[src/hdl/jap_pkg.sv]
// ----------------------------------------------------------------------------
// jap_pkg
// shared constants, types and helpers of the joystick axis pair detector
// ----------------------------------------------------------------------------
`default_nettype none

package jap_pkg;

   localparam int DEF_WINDOW   = 1000;
   localparam int DEF_MAX_AXES = 8;
   localparam int LANES        = 8;
   localparam int SAMPLE_W     = 16;
   localparam int MAG_W        = SAMPLE_W + 1;
   localparam int COUNT_W      = 4;
   localparam int AXIS_W       = 4;

   localparam logic signed [AXIS_W-1:0] AXIS_NONE = -4'sd1;

   typedef struct packed {
      logic update;
      logic push;
      logic clear;
      logic drop;
   } sum_ctrl_type;

   function automatic logic [MAG_W-1:0] mag16(input logic [SAMPLE_W-1:0] v);
      logic [MAG_W-1:0] m;
      if (v[SAMPLE_W-1]) begin
         m = {1'b0, ~v} + MAG_W'(1);
      end else begin
         m = {1'b0, v};
      end
      return m;
   endfunction

endpackage

`default_nettype wire

[src/hdl/jap_sums.sv]
// ----------------------------------------------------------------------------
// jap_sums
// per-axis running sums of absolute samples over the window
// ----------------------------------------------------------------------------
`default_nettype none

module jap_sums
   import jap_pkg::*;
#(
   parameter int MAX_AXES = DEF_MAX_AXES,
   parameter int SUM_W    = 25
) (
   input  wire                            clock,
   input  wire                            reset,
   input  wire sum_ctrl_type              ctrl,
   input  wire [MAX_AXES*SAMPLE_W-1:0]    new_row,
   input  wire [MAX_AXES*SAMPLE_W-1:0]    old_row,
   output logic [SUM_W-1:0]               sums [MAX_AXES]
);

   logic [SUM_W-1:0] sums_ff [MAX_AXES];
   logic [SUM_W-1:0] sums_in [MAX_AXES];

   always_comb begin
      logic [SUM_W-1:0] base;
      logic [SUM_W-1:0] old_mag;
      logic [SUM_W-1:0] new_mag;
      for (int i = 0; i < MAX_AXES; i++) begin
         base    = ctrl.clear ? '0 : sums_ff[i];
         old_mag = ctrl.drop ? SUM_W'(mag16(old_row[i*SAMPLE_W +: SAMPLE_W])) : '0;
         new_mag = SUM_W'(mag16(new_row[i*SAMPLE_W +: SAMPLE_W]));
         if (!ctrl.update) begin
            sums_in[i] = sums_ff[i];
         end else if (ctrl.push) begin
            sums_in[i] = base - old_mag + new_mag;
         end else begin
            sums_in[i] = '0;
         end
      end
   end

   always_ff @(posedge clock) begin
      if (reset) begin
         for (int i = 0; i < MAX_AXES; i++) begin
            sums_ff[i] <= '0;
         end
      end else begin
         sums_ff <= sums_in;
      end
   end

   assign sums = sums_ff;

endmodule

`default_nettype wire

[config.mk]
export PLATFORM = sky130hd
export DESIGN_NAME = jap_sums
export DESIGN_NICKNAME = d
export VERILOG_FILES = /design/src/hdl/jap_pkg.sv /design/src/hdl/jap_sums.sv
export SDC_FILE = /design/constraint.sdc
export NUM_CORES = 1
export LEC_CHECK = 0
export BUFFER_PORTS_ARGS = -buffer_cell sky130_fd_sc_hd__buf_4
export CAP_MARGIN = 0
export CORE_MARGIN = 1.5
export CORE_UTILIZATION = 50
export DETAILED_ROUTE_END_ITERATION = 8
export PLACE_DENSITY = 0.74
export SLEW_MARGIN = 20
export SYNTH_ARGS = -nofsm -noshare
export SYNTH_HDL_FRONTEND = slang
export SYNTH_SLANG_ARGS = --single-unit
export TNS_END_PERCENT = 20
[constraint.sdc]
create_clock -name clock -period 6.8 [get_ports clock]
set_input_delay 0 -clock clock [delete_from_list [all_inputs] [get_ports clock]]
set_output_delay 0 -clock clock [all_outputs]
set_load 0.1 [all_outputs]
# Word-level counts from Yosys, hierarchy flattened
# Index checks and enable logic that the tools add are counted.
# word_totals
regBits	200
out_inout_bits	200
wordCells	96
# op_classes
addsub	32
mux	40
bitwise_logic	16
# op_table
operator	n
$mux W17	24
$mux W25	16
$add A16 B1 Y17 const B	16
$not A16 Y16	16
$add A25 B17 Y25	8
$sub A25 B17 Y25	8

# Logic depth before layout (Yosys ltp)
# logic_depth
word_depth	7
ltp_mapped	21

# Worst setup path before layout
# Ideal clock, no wire load.
# synth_timing
path_type	reg2reg
from	register sums_ff (netlist bit sums[176])
to	register sums_ff (netlist bit sums[199])
setup_ps	118
arrival_ps	4173
required_ps	6682
setup_slack_ps	2508
path_stages_with_launch	15
n_path_buf	0
cell_sequence	dfxtp_1 > nand2b_1 > fa_1 > inv_1 > fa_1 > a211oi_1 > o21ai_1 > a311o_1 > a31o_1 > or4b_4 > a31oi_4 > o21ai_2 > o21ai_2 > xnor2_1 > o21ai_2
# synth_between
elab_chain_cells	4
# synth_rtl
element	line	text
start, declared	jap_sums.sv:21	logic [SUM_W-1:0] sums_ff [MAX_AXES];
start signal, assigned	jap_sums.sv:48	sums_ff <= sums_in;
$mux W25	jap_sums.sv:29	base = ctrl.clear ? '0 : sums_ff[i];
$sub A25 B17 Y25	jap_sums.sv:35	sums_in[i] = base - old_mag + new_mag;
$add A25 B17 Y25	jap_sums.sv:35	
$mux W25	jap_sums.sv:34	end else if (ctrl.push) begin
# Every way passes these cells.
# A chain may end at the register's enable or synchronous reset.

# Worst setup path in the final report
# layout_timing
from	input old_row[36]
to	register sums_ff (netlist bit sums[148])
# layout_between
elab_chain_cells	7
# layout_rtl
element	line	text
start, declared	jap_sums.sv:17	input wire [MAX_AXES*SAMPLE_W-1:0] old_row,
$not A16 Y16	jap_pkg.sv:29	m = {1'b0, ~v} + MAG_W'(1);
$add A16 B1 Y17	jap_pkg.sv:29	
$mux W17 (*)	jap_pkg.sv:28	if (v[SAMPLE_W-1]) begin
$mux W17 (*)	jap_sums.sv:30	old_mag = ctrl.drop ? SUM_W'(mag16(old_row[i*SAMPLE_W +: SAMPLE_W])) : '0;
$sub A25 B17 Y25 (*)	jap_sums.sv:35	
$add A25 B17 Y25 (*)	jap_sums.sv:35	
$mux W25 (*)	jap_sums.sv:34	
# Every way passes the cells marked *; elsewhere a longest branch is shown, timed or not.

==> results.json <==
{
  "status": "complete, no violations",
  "dieWidth_um": 229,
  "cp.required_ns": 7.17,
  "synth.avg_cell_area_um2": 7.66,
  "start_util_pct": 50.9,
  "reg2reg_depth": 14,
  "drive_gt1_share_pct": 14.0,
  "synth_cells": 3340,
  "wl_per_cell_um": 16.2,
  "portBuffers": 461,
  "max_freq_mhz": 233,
  "holdPathStages": 5,
  "worstReg2RegStart": "sums[176]",
  "muxShareOfSynthArea_pct": 0.470,
  "yosys_warnings": 0,
  "wl_um": 71600,
  "io_pins": 462,
  "antenna_found_initial": 0,
  "grt_max_degree": 94,
  "p_comb_share_pct": 67.7,
  "diodes": 0,
  "postCtsSetupBuffers": 0,
  "drcViolationCount": 0,
  "path_clk_slew_ns": 0.08,
  "setup_ws_ns": 2.50,
  "clkPwrFrac_pct": 13.2,
  "final_hold_viol_count": 0,
  "globalplace.congestion": 0.928,
  "post_drt_via_cell_ratio": 5.48,
  "synth_top_flop_cell": "dfxtp_1",
  "rsz0062_at_grt": "false",
  "vias": 24200,
  "min_period_ns": 4.30,
  "antenna_left": 0,
  "first_iter_violations": 1375,
  "critPathMaxFanout": 7,
  "dp_cells": 4385,
  "yosys-top-cells-count": "381 x inv_1, 300 x nand2_1, 224 x o21ai_0",
  "syn_area_mm2": 0.0256,
  "cap_violations": 0,
  "postCtsResizedCells": 0,
  "post_synth_xor_area_fraction_pct": 12.2,
  "nets": 4350,
  "dp_slack_ns": 2.04,
  "fin_tns_setup_ns": 0,
  "synth_compound_area_share_pct": 21.4,
  "h-tree-depth": 4,
  "placementRows": 82,
  "peakVddDrop_v": 0.000185,
  "rr_endpoint": "sums[199]",
  "cts_root_buf": "clkbuf_16",
  "synth_top_family_by_area": "simple AND/OR/NAND/NOR gates",
  "synth_cell_types": 75,
  "skew_ns": 0.0131,
  "slew-limit-headroom_pct": 40.9,
  "setup_violations": 0,
  "grt_overflow": 0,
  "power_density_mw_per_mm2": 262,
  "drt_first_pass_iters": 5,
  "dieArea_mm2": 0.0525,
  "yosys-top-cells-area": "dfxtp_1 16%, fa_1 11%, ha_1 11%",
  "grt_pass1_wl_um": 117000,
  "grt_pass1_vias": 23100,
  "async_flop_share_pct": 0,
  "crit_type": "input pin to flop",
  "largest_reg_flops": 200,
  "core_region_area_mm2": 0.0503,
  "grt_usage_pct": 27.0,
  "seq_area_frac_synth_pct": 15.7,
  "cp-end-kind": "flop",
  "die_h_um": 229,
  "hp-start": "ctrl[1]",
  "yosys.area.top_type": "dfxtp_1",
  "min_to": "sums[25]",
  "hpwlAfterDp_um": 56100,
  "switching_power_w": 0.00410,
  "synth-simple-area-share_pct": 21.6,
  "internal_power_w": 0.00381,
  "cts_made_buffers": 17,
  "tightestPinTransition_ns": 0.887,
  "critPathLaunchType": "input pin",
  "hp-class": "input pin to flop",
  "p_leak_nw": 14.5,
  "ys_ff_latch": 200,
  "cp.arrival_ns": 4.67,
  "area_growth_pct": 18.1,
  "cts_tree": "built",
  "clock_path_buffers": 2,
  "synthMostInstantiatedCell": "inv_1",
  "post-route-period-util_pct": 63.2,
  "synth-edff-count": 0,
  "instances_no_fill": 4420,
  "cts.sinks": 200,
  "reg2reg_slack_ns": 2.87,
  "p_seq_share_pct": 19.1,
  "drv_slew": 0,
  "synthAdderAreaFrac_pct": 21.2,
  "p_sw_share_pct": 51.8,
  "synth_top_area_share_pct": 15.7,
  "total_power_w": 0.00791,
  "clk_latency_ns": 0.50
}
-- cells in the final DEF, fill, tap and decap left out, drive strengths merged, types with 94 or more instances in the layout --
cell type  Yosys  final
ha           216    216
a21o          94     94
dfxtp        200    200
xnor2        189    189
nor2         176    176
inv          381    381
xor2         168    168
o21ai        243    243
nand2        300    300
a21oi        171    171
nand2b       217    217
buf            9    470
fa           136    136
and2         101    101
-- worst max path at each step --
stage,start,to
final,old_row[36],sums[148]
after global routing,old_row[36],sums[148]
after CTS,old_row[36],sums[148]
after detailed placement,old_row[36],sums[148]
after global placement,old_row[36],sums[148]
after floorplan,sums[176],sums[199]
-- power groups by stage --
stage	registers [W]	clock network, W	logic (W)
after floorplan	0.00268	0	0.00303
after global placement	0.00154	0	0.00526
after detailed placement	0.00154	0	0.00531
after CTS	0.00151	0.00108	0.00534
after global routing	0.00153	0.00111	0.00586
final	0.00151	0.00104	0.00535
-- cell families after synthesis --
kind of cell,count (synthesis)
AOI/OAI and AO/OA,847
other,2
muxes,12
DFF,200
adders and majority gates,352
xor gates and xnor gates,357
and+or+nand+nor,1078
buffers and inverters,492
-- per-stage QoR --
step | hold slack [ns] | util [%] | instance area [µm²]
2_1_floorplan | 0.167 | - | 25600
3_3_place_gp | 0.397 | 58.9 | 29600
3_5_place_dp | 0.406 | 58.9 | 29600
4_1_cts | 0.160 | 60.1 | 30200
5_1_grt | 0.240 | 60.1 | 30200
6_report | 0.200 | 60.1 | 30200
-- cell type report --
| class | count | area (µm²) |
|---|---|---|
| clock buffers | 21 | 460 |
| clock inverters | 10 | 96.3 |
| fillers | 4657 | 20100 |
| inverters | 381 | 1430 |
| multi-input cells | 2662 | 19800 |
| flip-flops and latches | 200 | 4000 |
| well taps | 672 | 841 |
| repair buffers | 474 | 3590 |
-- critical path, stage by stage --
cell	delay (ns)
buf_4	0.12
nor4_1	0.37
nand2_1	0.15
o31ai_1	0.71
a21oi_1	0.14
o21a_1	0.23
fa_1	0.48
inv_1	0.04
ha_1	0.35
a21o_1	0.20
a21o_1	0.20
a21oi_1	0.13
o21ai_0	0.08
o41a_1	0.40
a21oi_1	0.24
nor3_1	0.09
a2111oi_0	0.48
xor2_1	0.19
o21ai_1	0.07
-- timing repair --
item                                    4_1_cts  5_1_grt
hold endpoints to repair                     36        0
hold buffers                                  4        0
endpoints found under the setup margin        0        0
-- per-layer routing --
layer	wire (µm)	part of all wire (%)	track usage [%]
met4	1450	2.0	7.81
met1	32400	45	35.3
met3	3780	5.3	4.17
met5	0	0	0
met2	34000	47	46.0
Power figures use the tool's default switching activity.
