### config.mk
export PLATFORM = sky130hd
export DESIGN_NAME = jap_pick
export DESIGN_NICKNAME = d
export VERILOG_FILES = /design/src/hdl/jap_pkg.sv /design/src/hdl/jap_pick.sv
export SDC_FILE = /design/constraint.sdc
export NUM_CORES = 1
export LEC_CHECK = 0
export ABC_AREA = 1
export BUFFER_PORTS_ARGS = -buffer_cell sky130_fd_sc_hd__buf_2
export CAP_MARGIN = 15
export CELL_PAD_IN_SITES_DETAIL_PLACEMENT = 0
export CELL_PAD_IN_SITES_GLOBAL_PLACEMENT = 2
export CORE_MARGIN = 5
export CORE_UTILIZATION = 28
export DETAILED_ROUTE_END_ITERATION = 6
export PLACE_DENSITY_LB_ADDON = 0.12
export SYNTH_ARGS = -nofsm -noshare
export SYNTH_HDL_FRONTEND = slang
export SYNTH_SLANG_ARGS = --single-unit
### constraint.sdc
create_clock -name vclk -period 23.8
set_input_delay 4.76 -clock vclk [all_inputs]
set_output_delay 4.76 -clock vclk [all_outputs]
set_load 0.01 [all_outputs]
### src/hdl/jap_pkg.sv
// ----------------------------------------------------------------------------
// jap_pkg
// shared constants, types and helpers of the joystick axis pair detector
// ----------------------------------------------------------------------------
`default_nettype none

package jap_pkg;

   localparam int DEF_WINDOW   = 1000;
   localparam int DEF_MAX_AXES = 8;
   localparam int LANES        = 8;
   localparam int SAMPLE_W     = 16;
   localparam int MAG_W        = SAMPLE_W + 1;
   localparam int COUNT_W      = 4;
   localparam int AXIS_W       = 4;

   localparam logic signed [AXIS_W-1:0] AXIS_NONE = -4'sd1;

   typedef struct packed {
      logic update;
      logic push;
      logic clear;
      logic drop;
   } sum_ctrl_type;

   function automatic logic [MAG_W-1:0] mag16(input logic [SAMPLE_W-1:0] v);
      logic [MAG_W-1:0] m;
      if (v[SAMPLE_W-1]) begin
         m = {1'b0, ~v} + MAG_W'(1);
      end else begin
         m = {1'b0, v};
      end
      return m;
   endfunction

endpackage

`default_nettype wire

### src/hdl/jap_pick.sv
// ----------------------------------------------------------------------------
// jap_pick
// strongest odd and even axis, returned as an ascending pair
// ----------------------------------------------------------------------------
`default_nettype none

module jap_pick
   import jap_pkg::*;
#(
   parameter int MAX_AXES = DEF_MAX_AXES,
   parameter int SUM_W    = 25
) (
   input  wire [SUM_W-1:0]           sums [MAX_AXES],
   input  wire [COUNT_W-1:0]         count,
   output logic                      found,
   output logic signed [AXIS_W-1:0]  pair_low,
   output logic signed [AXIS_W-1:0]  pair_high
);

   always_comb begin
      logic [SUM_W-1:0]  best_odd;
      logic [SUM_W-1:0]  best_even;
      logic [AXIS_W-1:0] odd_idx;
      logic [AXIS_W-1:0] even_idx;
      logic              odd_ok;
      logic              even_ok;
      best_odd  = '0;
      best_even = '0;
      odd_idx   = '0;
      even_idx  = '0;
      odd_ok    = 1'b0;
      even_ok   = 1'b0;
      for (int i = 0; i < MAX_AXES; i++) begin
         if (COUNT_W'(i) < count) begin
            if (i % 2 == 1) begin
               if (!odd_ok || sums[i] > best_odd) begin
                  best_odd = sums[i];
                  odd_idx  = AXIS_W'(i);
                  odd_ok   = 1'b1;
               end
            end else begin
               if (!even_ok || sums[i] > best_even) begin
                  best_even = sums[i];
                  even_idx  = AXIS_W'(i);
                  even_ok   = 1'b1;
               end
            end
         end
      end
      found = odd_ok && even_ok;
      if (odd_idx < even_idx) begin
         pair_low  = odd_idx;
         pair_high = even_idx;
      end else begin
         pair_low  = even_idx;
         pair_high = odd_idx;
      end
   end

endmodule

`default_nettype wire
======== Yosys cells after proc, flatten, opt, wreduce, memory -nomap -nowiden ========
Index checks and enable logic that the tools add are counted.
storage, ports and cells
  word-level logic and storage cells ...... 67
  bits in registers ....................... 0
  output and inout port bits .............. 9
  input bits .............................. 204
operators by class
  order comparisons ....................... 15
  reduce and logical (&&, ||, !) cells .... 13
  mux-type cells .......................... 39
operators by type and width
  operator            number
  $mux 25             10
  $gt 25x25->1        6
  $mux 4              12
  $lt 3x4->1 const A  4
  $mux 1              15
  $lt 1x4->1 const A  2
  $lt 2x4->1 const A  2
  $logic_not 1->1     6
  $logic_or 1x1->1    6
  $lt 4x4->1          1
  $mux 2              2
  $logic_and 1x1->1   1

======== Logic depth before layout (Yosys ltp) ========
Gate-level depths: netlist of the first run.
  depth in word-level cells ............... 16
  depth in mapped cells ................... 57

======== Least setup slack after synthesis of the first run ========
OpenSTA, ideal clock, no wires.
  kind .................................... input to output
  start point ............................. in count[3]
  end point ............................... out pair_high[0]
  path buffers ............................ 4
  setup slack ............................. 9172 ps
  cell stages on the path ................. 47
  data arrival time ....................... 9868 ps
  cells stage by stage .................... nor2_2 > inv_2 > nor2_2 > inv_2 > buf_2 > buf_2 > nand2_1 > ha_1 > nand2_1 > inv_1 > nand2_1 > nand3_1 > nand2_1 > nand2_1 > nand2_1 > nand3_2 > nand3_4 > inv_4 > [11 not listed] > inv_2 > buf_2 > nand2_1 > o21ai_1 > ha_1 > nand2_1 > nor2_1 > nand3_1 > nand3_1 > nand2_1 > nand3_1 > nand2_1 > a21oi_1 > nor2_1 > ha_1 > inv_1 > nand2_2 > a21oi_1
between the ends
  word-level cells in the longest chain between the ends .. 16
RTL lines
  element                               RTL line                        RTL
  from (decl)                           jap_pick.sv:14                  input wire [COUNT_W-1:0] count,
  $lt 1x4->1                            jap_pick.sv:34                  if (COUNT_W'(i) < count) begin
  $mux 25 or $mux 1 (tied branches)     jap_pick.sv:34
  $gt 25x25->1 (tied with other cells)  jap_pick.sv:36                  if (!odd_ok || sums[i] > best_odd) begin
  $logic_or 1x1->1 (on tied branches)   jap_pick.sv:36, jap_pick.sv:42
  $mux 25 (tied with other cells)       jap_pick.sv:36
  $mux 25 or $mux 1 (tied branches)     jap_pick.sv:34
  $gt 25x25->1 (tied with other cells)  jap_pick.sv:36
  $logic_or 1x1->1 (on tied branches)   jap_pick.sv:36, jap_pick.sv:42
  $mux 25 (tied with other cells)       jap_pick.sv:36
  $mux 25 or $mux 1 (tied branches)     jap_pick.sv:34
  $gt 25x25->1 (tied with other cells)  jap_pick.sv:36
  $logic_or 1x1->1 (on tied branches)   jap_pick.sv:36, jap_pick.sv:42
  $mux 4 (on tied branches)             jap_pick.sv:36, jap_pick.sv:42
  $mux 4                                jap_pick.sv:34
  $lt 4x4->1                            jap_pick.sv:51                  if (odd_idx < even_idx) begin
  $mux 4 (*)                            jap_pick.sv:51
  to (decl)                             jap_pick.sv:17                  output logic signed [AXIS_W-1:0] pair_high
Mark *: on every way between the ends. The rest lies on a longest branch, timed or not.

======== Worst setup path in the final report of the first run ========
  start point ............................. in count[3]
  end point ............................... out pair_low[1]
between the ends
  word-level cells in the longest chain between the ends .. 16
RTL lines
  element                               RTL line                        RTL
  $lt 1x4->1                            jap_pick.sv:34
  $mux 25 or $mux 1 (tied branches)     jap_pick.sv:34
  $gt 25x25->1 (tied with other cells)  jap_pick.sv:36
  $logic_or 1x1->1 (on tied branches)   jap_pick.sv:36, jap_pick.sv:42
  $mux 25 (tied with other cells)       jap_pick.sv:36
  $mux 25 or $mux 1 (tied branches)     jap_pick.sv:34
  $gt 25x25->1 (tied with other cells)  jap_pick.sv:36
  $logic_or 1x1->1 (on tied branches)   jap_pick.sv:36, jap_pick.sv:42
  $mux 25 (tied with other cells)       jap_pick.sv:36
  $mux 25 or $mux 1 (tied branches)     jap_pick.sv:34
  $gt 25x25->1 (tied with other cells)  jap_pick.sv:36
  $logic_or 1x1->1 (on tied branches)   jap_pick.sv:36, jap_pick.sv:42
  $mux 4 (on tied branches)             jap_pick.sv:36, jap_pick.sv:42
  $mux 4                                jap_pick.sv:34
  $lt 4x4->1                            jap_pick.sv:51
  $mux 4 (*)                            jap_pick.sv:51
  to (decl)                             jap_pick.sv:16                  output logic signed [AXIS_W-1:0] pair_low,
Marked as above.

==> run summary, run 1 <==
Before antenna repair, the detailed router went through 5 iterations. The total met2 wirelength after detailed routing was 8205 microns. Once detailed placement completed, the half-perimeter wirelength came to 17140 microns. Combinational cells account for 100.0% of the total power. For the count of placed standard cells in the final layout, fillers left out, the log shows 1380. The number of antenna violations at the first check in global routing was 2; the final-layout clock buffer total was 0.

Relative area change from synthesis to final layout: 21.73%. The share of the synthesized area in the top cell type is 34.31%, and the worst hold slack is 9.904 ns. The count of final setup violators is 0.

Ranked by total cell area, the synthesized netlist is headed by ha_1, nand2_1, inv_1, a21oi_1, o21ai_2. Detailed routing placed a total of 998 microns of wire on met3. The run gives 1473 as the net total in the final layout. The average detailed-routed wire length per instance works out to 13.72 microns.

The kind of cell adding the most delay to the critical path was simple AND/OR/NAND/NOR gates. For the area of the die, the log shows 22850 sq um. Fill cells in the final layout number 2281. The detailed router used layers up to and including met5. After technology mapping, the gate count stands at 928.

The tools report the endpoint with the worst hold slack as pair_low[0]. Post-route antenna net violation count: 0. The proportion of layout cells with a drive suffix above 1 was 28.55%; the met1 wire length was 9643 microns.

The top-level port count is 213, and the number of hold-repair buffers added at the cts stage is 0. The final count of pins violating max slew was 0. For the final cell area excluding filler cells, the log shows 6792 sq um. For this run, the slowest stage of the critical path takes 0.79 ns. The clock period minus final worst setup slack was 17.02 ns; the total area of sequential cells was 0 sq um.

The logs give 0.05875 GHz for the upper clock frequency limit and 0 for the remaining routing DRC violations. Of the available clock period, the critical path in the final layout requires 71.51%. Endpoint arrival time on the critical path: 12.26 ns. The power per cell area came out at 33.59 nW/um^2. The chip width works out to 151.2 microns. For the number of different library cells in the post-synthesis netlist, the log shows 38. For the number of rows in the core area, the log shows 51. The run gives 6072 as the via count of the first global-routing pass. The run finished with clean final reports. Buffers added to address setup during post-CTS repair amount to 0. The tools report the sequential-to-total area share from yosys stat as 0%. By count the netlist is led by nand2_1, ha_1, inv_1. The switching share of power was 60.79%. Type of the worst min-delay path: in -> out.

Timing analysis after detailed placement gives a worst setup slack of 6.649 ns. nand2_1 is the most common cell in the netlist. The run gives 0 as the number of violations of the max-capacitance limit. By startpoint and endpoint, the worst setup path is classified as in -> out. Entering global routing, the biggest net connects 46 pins. Post-cts resize count: 0. The worst setup path is launched from a primary input.

Measured on the finished design, the core utilization comes to 34.78%. The tools report the detailed-route via count as 6269. STA classifies the critical path endpoint as an output port. The last weighted congestion value of the routability-driven placer is 0.8043. The clock network accounts for 0% of the total power. The cell accounting for the most synthesized area was ha_1. For this run the aggregate overflow at the end of global routing stands at 0.

Counting instances, the worst hold path has a depth of 4. The number of placed instances with taps included is 1379, and the die boundary height is 151.2 microns. The sequential group share of total power was 0%. During synthesis, Yosys emitted a total of 0 warnings. The final layout contains a sequential cell count of 0. Setup repair after global routing left no endpoint under its margin. The run gives 0 as the hold violation total from the final report. On the critical path, the stage with the largest delay is an instance of nor2_4. For this configuration, the core starts out at a cell density of 28.57%. The run gives 19530 sq um as the core box area. Peak supply drop: 32.28 uV.

STA puts the critical path data required time at 19.04 ns. Global routing consumed, over all layers together, 15.82% of the routing resources. The tools report the initial DRC count as 181.

In the routed layout, each cell is associated on average with a via count of 4.543. First-pass GRT wire length: 29280 microns. In this run the power spent charging and discharging nets is 0.1387 mW. Summing every instance area after synthesis gives 5579 sq um. After detailed placement, the total cell area comes to 6789 sq um. The setup slack of the critical path after layout was 6.779 ns; the slew at the pin closest to its max-slew limit was 1.059 ns. Most common cell type on the critical path: nand2_1.

For the normalized max-slew margin, the log shows 29.21%. In this run the worst path has a maximum fanout of 45. The startpoint of the worst hold path is count[1]. The port buffer count is 211, and the total detailed-routing wirelength is 18940 microns.

The critical path contains buffers and inverters numbering 9 combined. Setup total negative slack on the finished layout was measured at 0 ns. The internal power of the cells totals 0.08946 mW.

The logs give 3.994 nW for the leakage power of the design and 0.2282 mW for the total chip power. The per-instance average area after synthesis works out to 6.012 sq um.
area by class of cell:
| cell class | count | area, sq um | area share, % |
|---|---|---|---|
| well taps | 265 | 331.6 | 4.882 |
| multi-input cells | 783 | 4945 | 72.81 |
| repair buffers | 212 | 1064 | 15.66 |
| diodes | 1 | 2.502 | 0.03685 |
| inverters | 119 | 449.2 | 6.614 |
cells by family after synthesis:
logic type	synth area share [%]
buffers and inverters	11.44
multiplexers	0.7177
other	0.06722
AO/OA/AOI/OAI	19.13
adder cells (fa/ha/maj)	34.31
AND/OR/NAND/NOR	34.34
power by group through the flow:
| stage | logic (mW) | registers, mW | clock network, mW |
|---|---|---|---|
| floorplan | 0.167 | 0 | 0 |
| global placement | 0.232 | 0 | 0 |
| detailed placement | 0.231 | 0 | 0 |
| CTS | 0.233 | 0 | 0 |
| global route | 0.269 | 0 | 0.00000000565 |
| finish | 0.228 | 0 | 0.00000000567 |
cell usage in the layout, fill, tap and decap left out, types with 18 or more instances in the layout:
cell type / netlist / layout
nand2_1: 305 / 305
buf_2: 10 / 211
ha_1: 153 / 153
inv_1: 80 / 80
a21oi_1: 59 / 59
o21ai_1: 47 / 47
nor2_1: 41 / 41
inv_2: 38 / 38
nand3_1: 37 / 37
o21ai_2: 33 / 33
o21ai_0: 27 / 27
nand2_2: 18 / 18
worst max path at each step:
stage                         from      endpoint  slack, ns  cells after the start
after global routing      count[3]   pair_low[1]       5.78                     47
after floorplan           count[3]  pair_high[0]       9.17                     47
final                     count[3]   pair_low[1]       6.78                     48
after detailed placement  count[3]   pair_low[1]       6.65                     48
after CTS                 count[3]   pair_low[1]       6.62                     48
after global placement    count[3]   pair_low[1]       6.72                     48
tightest hold or removal path: cells and delay by family:
kind	cells	cell delay, ns
and+or+nand+nor	2	0.15
buffers and inverters	2	0.24
per-layer routing:
| layer | GRT usage (%) | vias up |
|---|---|---|
| li1 | - | 3459 |
| met1 | 23.48 | 2656 |
| met2 | 26.03 | 144 |
| met3 | 1.376 | 8 |
| met4 | 0.9066 | 2 |
| met5 | 0 | - |
Note: power is estimated with default switching activity, not from simulation.
==> run 2, diff against run 1 <==
--- a/config.mk
+++ b/config.mk
@@ -11,7 +11,7 @@
 export CELL_PAD_IN_SITES_DETAIL_PLACEMENT = 0
 export CELL_PAD_IN_SITES_GLOBAL_PLACEMENT = 2
 export CORE_MARGIN = 5
-export CORE_UTILIZATION = 28
+export CORE_UTILIZATION = 26
 export DETAILED_ROUTE_END_ITERATION = 6
 export PLACE_DENSITY_LB_ADDON = 0.12
 export SYNTH_ARGS = -nofsm -noshare
==> constraint.sdc (replaced) <==
create_clock -name vclk -period 17.1
set_input_delay 3.42 -clock vclk [all_inputs]
set_output_delay 3.42 -clock vclk [all_outputs]
set_load 0.01 [all_outputs]
==> run summary, run 2 (same netlist as run 1, synthesis figures left out) <==
The sum of negative setup slack came out at 0 ns (unchanged). The clock period minus final worst setup slack is 14.23 ns, and the via count of the first global-routing pass is 6062 (-0.16%). The tools report the met3 track utilization from global routing as 1.687% (+0.31 points). The endpoint arrival time on the critical path is 10.81 ns (-1.45 ns), and the relative area change from synthesis to final layout is 22.14%. Normalized max-slew margin: 56.00% (+27 points). The final count of pins violating max slew is 0 (unchanged). The library cell used most frequently in the layout, excluding fill and tap cells, is nand2_1.

The count of placed standard cells in the final layout, fillers left out was 1392 (+0.87%). STA classifies the critical path endpoint as an output port. The hold violation total from the final report came out at 0 (unchanged). Startpoint kind of the worst setup timing path: a primary input. After layout, the worst path uses 83.24% of the clock period.

The number of antenna violations at the first check in global routing came out at 3 (+1). For the first-pass GRT wire length, the log shows 30040 microns (+2.6%). The run gives 0 (unchanged) as the total number of sequential cells. The run gives 0 sq um (unchanged) as the total area of sequential cells. Final-layout clock buffer total: 0 (unchanged).

The required time of the critical path was 13.68 ns (-5.36 ns). The maximum number of pins on one net before global-route repair is 45 (-2.2%), and the upper clock frequency limit is 0.07026 GHz. For the number of optimization iterations in the first detailed-route pass, the log shows 4 (-1). The top-level port count was 213 (unchanged); the number of violations of the max-capacitance limit was 0 (unchanged). The proportion of layout cells with a drive suffix above 1 is 28.61% (+0.064 points), and the area of the die is 24490 sq um (+7.2%).

The most numerous cell type found on the critical path is nand2_1. The run gives 203 (+12%) as the initial DRC count. The run gives 0 (unchanged) as the count of final setup violators. The path class of the tightest hold or removal check is in -> out. The setup path with the least slack is of type in -> out. The power per cell area is 46.53 nW/um^2 (+39%). The via count normalized by instance count was 4.472 (-1.6%); the met1 track demand over resource was 22.10% (-1.4 points). Among all stages on the critical path, the largest delay is contributed by buf_4.

The number of placed instances with taps included is 1390 (+0.80%), and the number of rows in the core area is 53 (+3.9%). The logs give 17730 microns (+3.5%) for the half-perimeter wire length after placement and 26.46% (-2.1 points) for the effective utilization at floorplan. The depth of the worst hold-timing path works out to 4 (unchanged).

The average detailed-routed wire length per instance works out to 13.90 microns (+1.3%). The run gives 31.56 uV (-2.2%) as the peak supply drop. The highest cell delay on the worst timing path is 0.45 ns (-0.34 ns). The total global routing track utilization was 14.90% (-0.92 points).

The overall overflow remaining after global route was 0 (unchanged). The worst hold path terminates at pair_low[0]. The worst hold path begins at count[1]. In the layout the commonest cells are nand2_1, buf_2, ha_1.

The total detailed-routing wirelength was 19350 microns (+2.2%). The number of hold-repair buffers added at the cts stage is 0 (unchanged), and the core box area is 21090 sq um (+8.0%). The busiest metal layer after global routing was met2. The leakage power of the design was 3.999 nW (+0.13%); the die boundary height was 156.5 microns (+3.5%).

Net total in the final layout: 1474 (+0.068%). The detailed-route via count was 6225 (-0.70%). The port buffer count is 211 (unchanged). The run gives 24.57% (-1.5 points) as the met2 capacity usage during global routing.

The slew at the pin closest to its max-slew limit was 0.6591 ns (-0.4002 ns). Largest fanout of any net on the critical path: 44 (-2.2%). The chip width is 156.5 microns (+3.5%), and the number of buffers added for setup after CTS is 0 (unchanged).

For the last weighted congestion value of the routability-driven placer, the log shows 0.7778 (-3.3%). The run finished with clean final reports. Setup repair after global routing left no endpoint under its margin.

In this run the worst setup path begins at count[3]. The run gives 0 (unchanged) as the post-route antenna net violation count. The remaining routing DRC violations is 0 (unchanged), and the post-cts resize count is 0 (unchanged).
run 2: cell count changes in the layout (fill, tap and decap cells not counted):
| cell | before | now |
|---|---|---|
| diode_2 | 1 | 2 |
| buf_4 | 1 | 2 |
run 2: layout make-up:
type	count	area, sq um
Antenna cell	2	5.005
Fill cell	2506	14270
Inverter	119	449.2
Multi-Input combinational cell	783	4945
Tap cell	275	344.1
Timing Repair Buffer	213	1071
run 2: worst max path at each step:
stage                     cells after the start      endpoint  slack (ns)
after floorplan                              47  pair_high[0]        5.15
after global placement                       44   pair_low[1]        2.84
after detailed placement                     50   pair_low[1]        2.78
after CTS                                    50   pair_low[1]        2.75
after global routing                         50   pair_low[1]        1.94
final                                        50   pair_low[1]        2.87
run 2: report_power, final:
group / internal, mW / switching (mW)
clock network: 0.0000000156 / 0
registers: 0 / 0
logic: 0.125 / 0.192
run 2: critical path: cells and delay by family:
family,cells,cell delay (ns)
adder cells (fa/ha/maj),4,1.14
buffers and inverters,11,2.36
AND/OR/NAND/NOR,32,3.53
AO/OA/AOI/OAI,3,0.31
run 2: stage by stage:
| stage | util (%) | area [sq um] | hold slack (ns) | total power, mW | setup WS, ns |
|---|---|---|---|---|---|
| 5_1_grt | 32.30 | 6812 | 7.259 | 0.3749 | 1.945 |
| 4_1_cts | 32.29 | 6809 | 7.228 | 0.3244 | 2.753 |
| 3_5_place_dp | 32.29 | 6809 | 7.220 | 0.3225 | 2.777 |
| 2_1_floorplan | - | 5583 | 7.048 | 0.2327 | 5.152 |
| 3_3_place_gp | 32.29 | 6809 | 7.242 | 0.3256 | 2.845 |
| 6_report | 32.31 | 6814 | 7.225 | 0.3171 | 2.866 |
run 2: metal layers:
layer / vias up / routed length [microns]
li1: 3457 / -
met1: 2619 / 9624
met2: 139 / 8548
met3: 6 / 1099
met4: 4 / 63
met5: - / 14
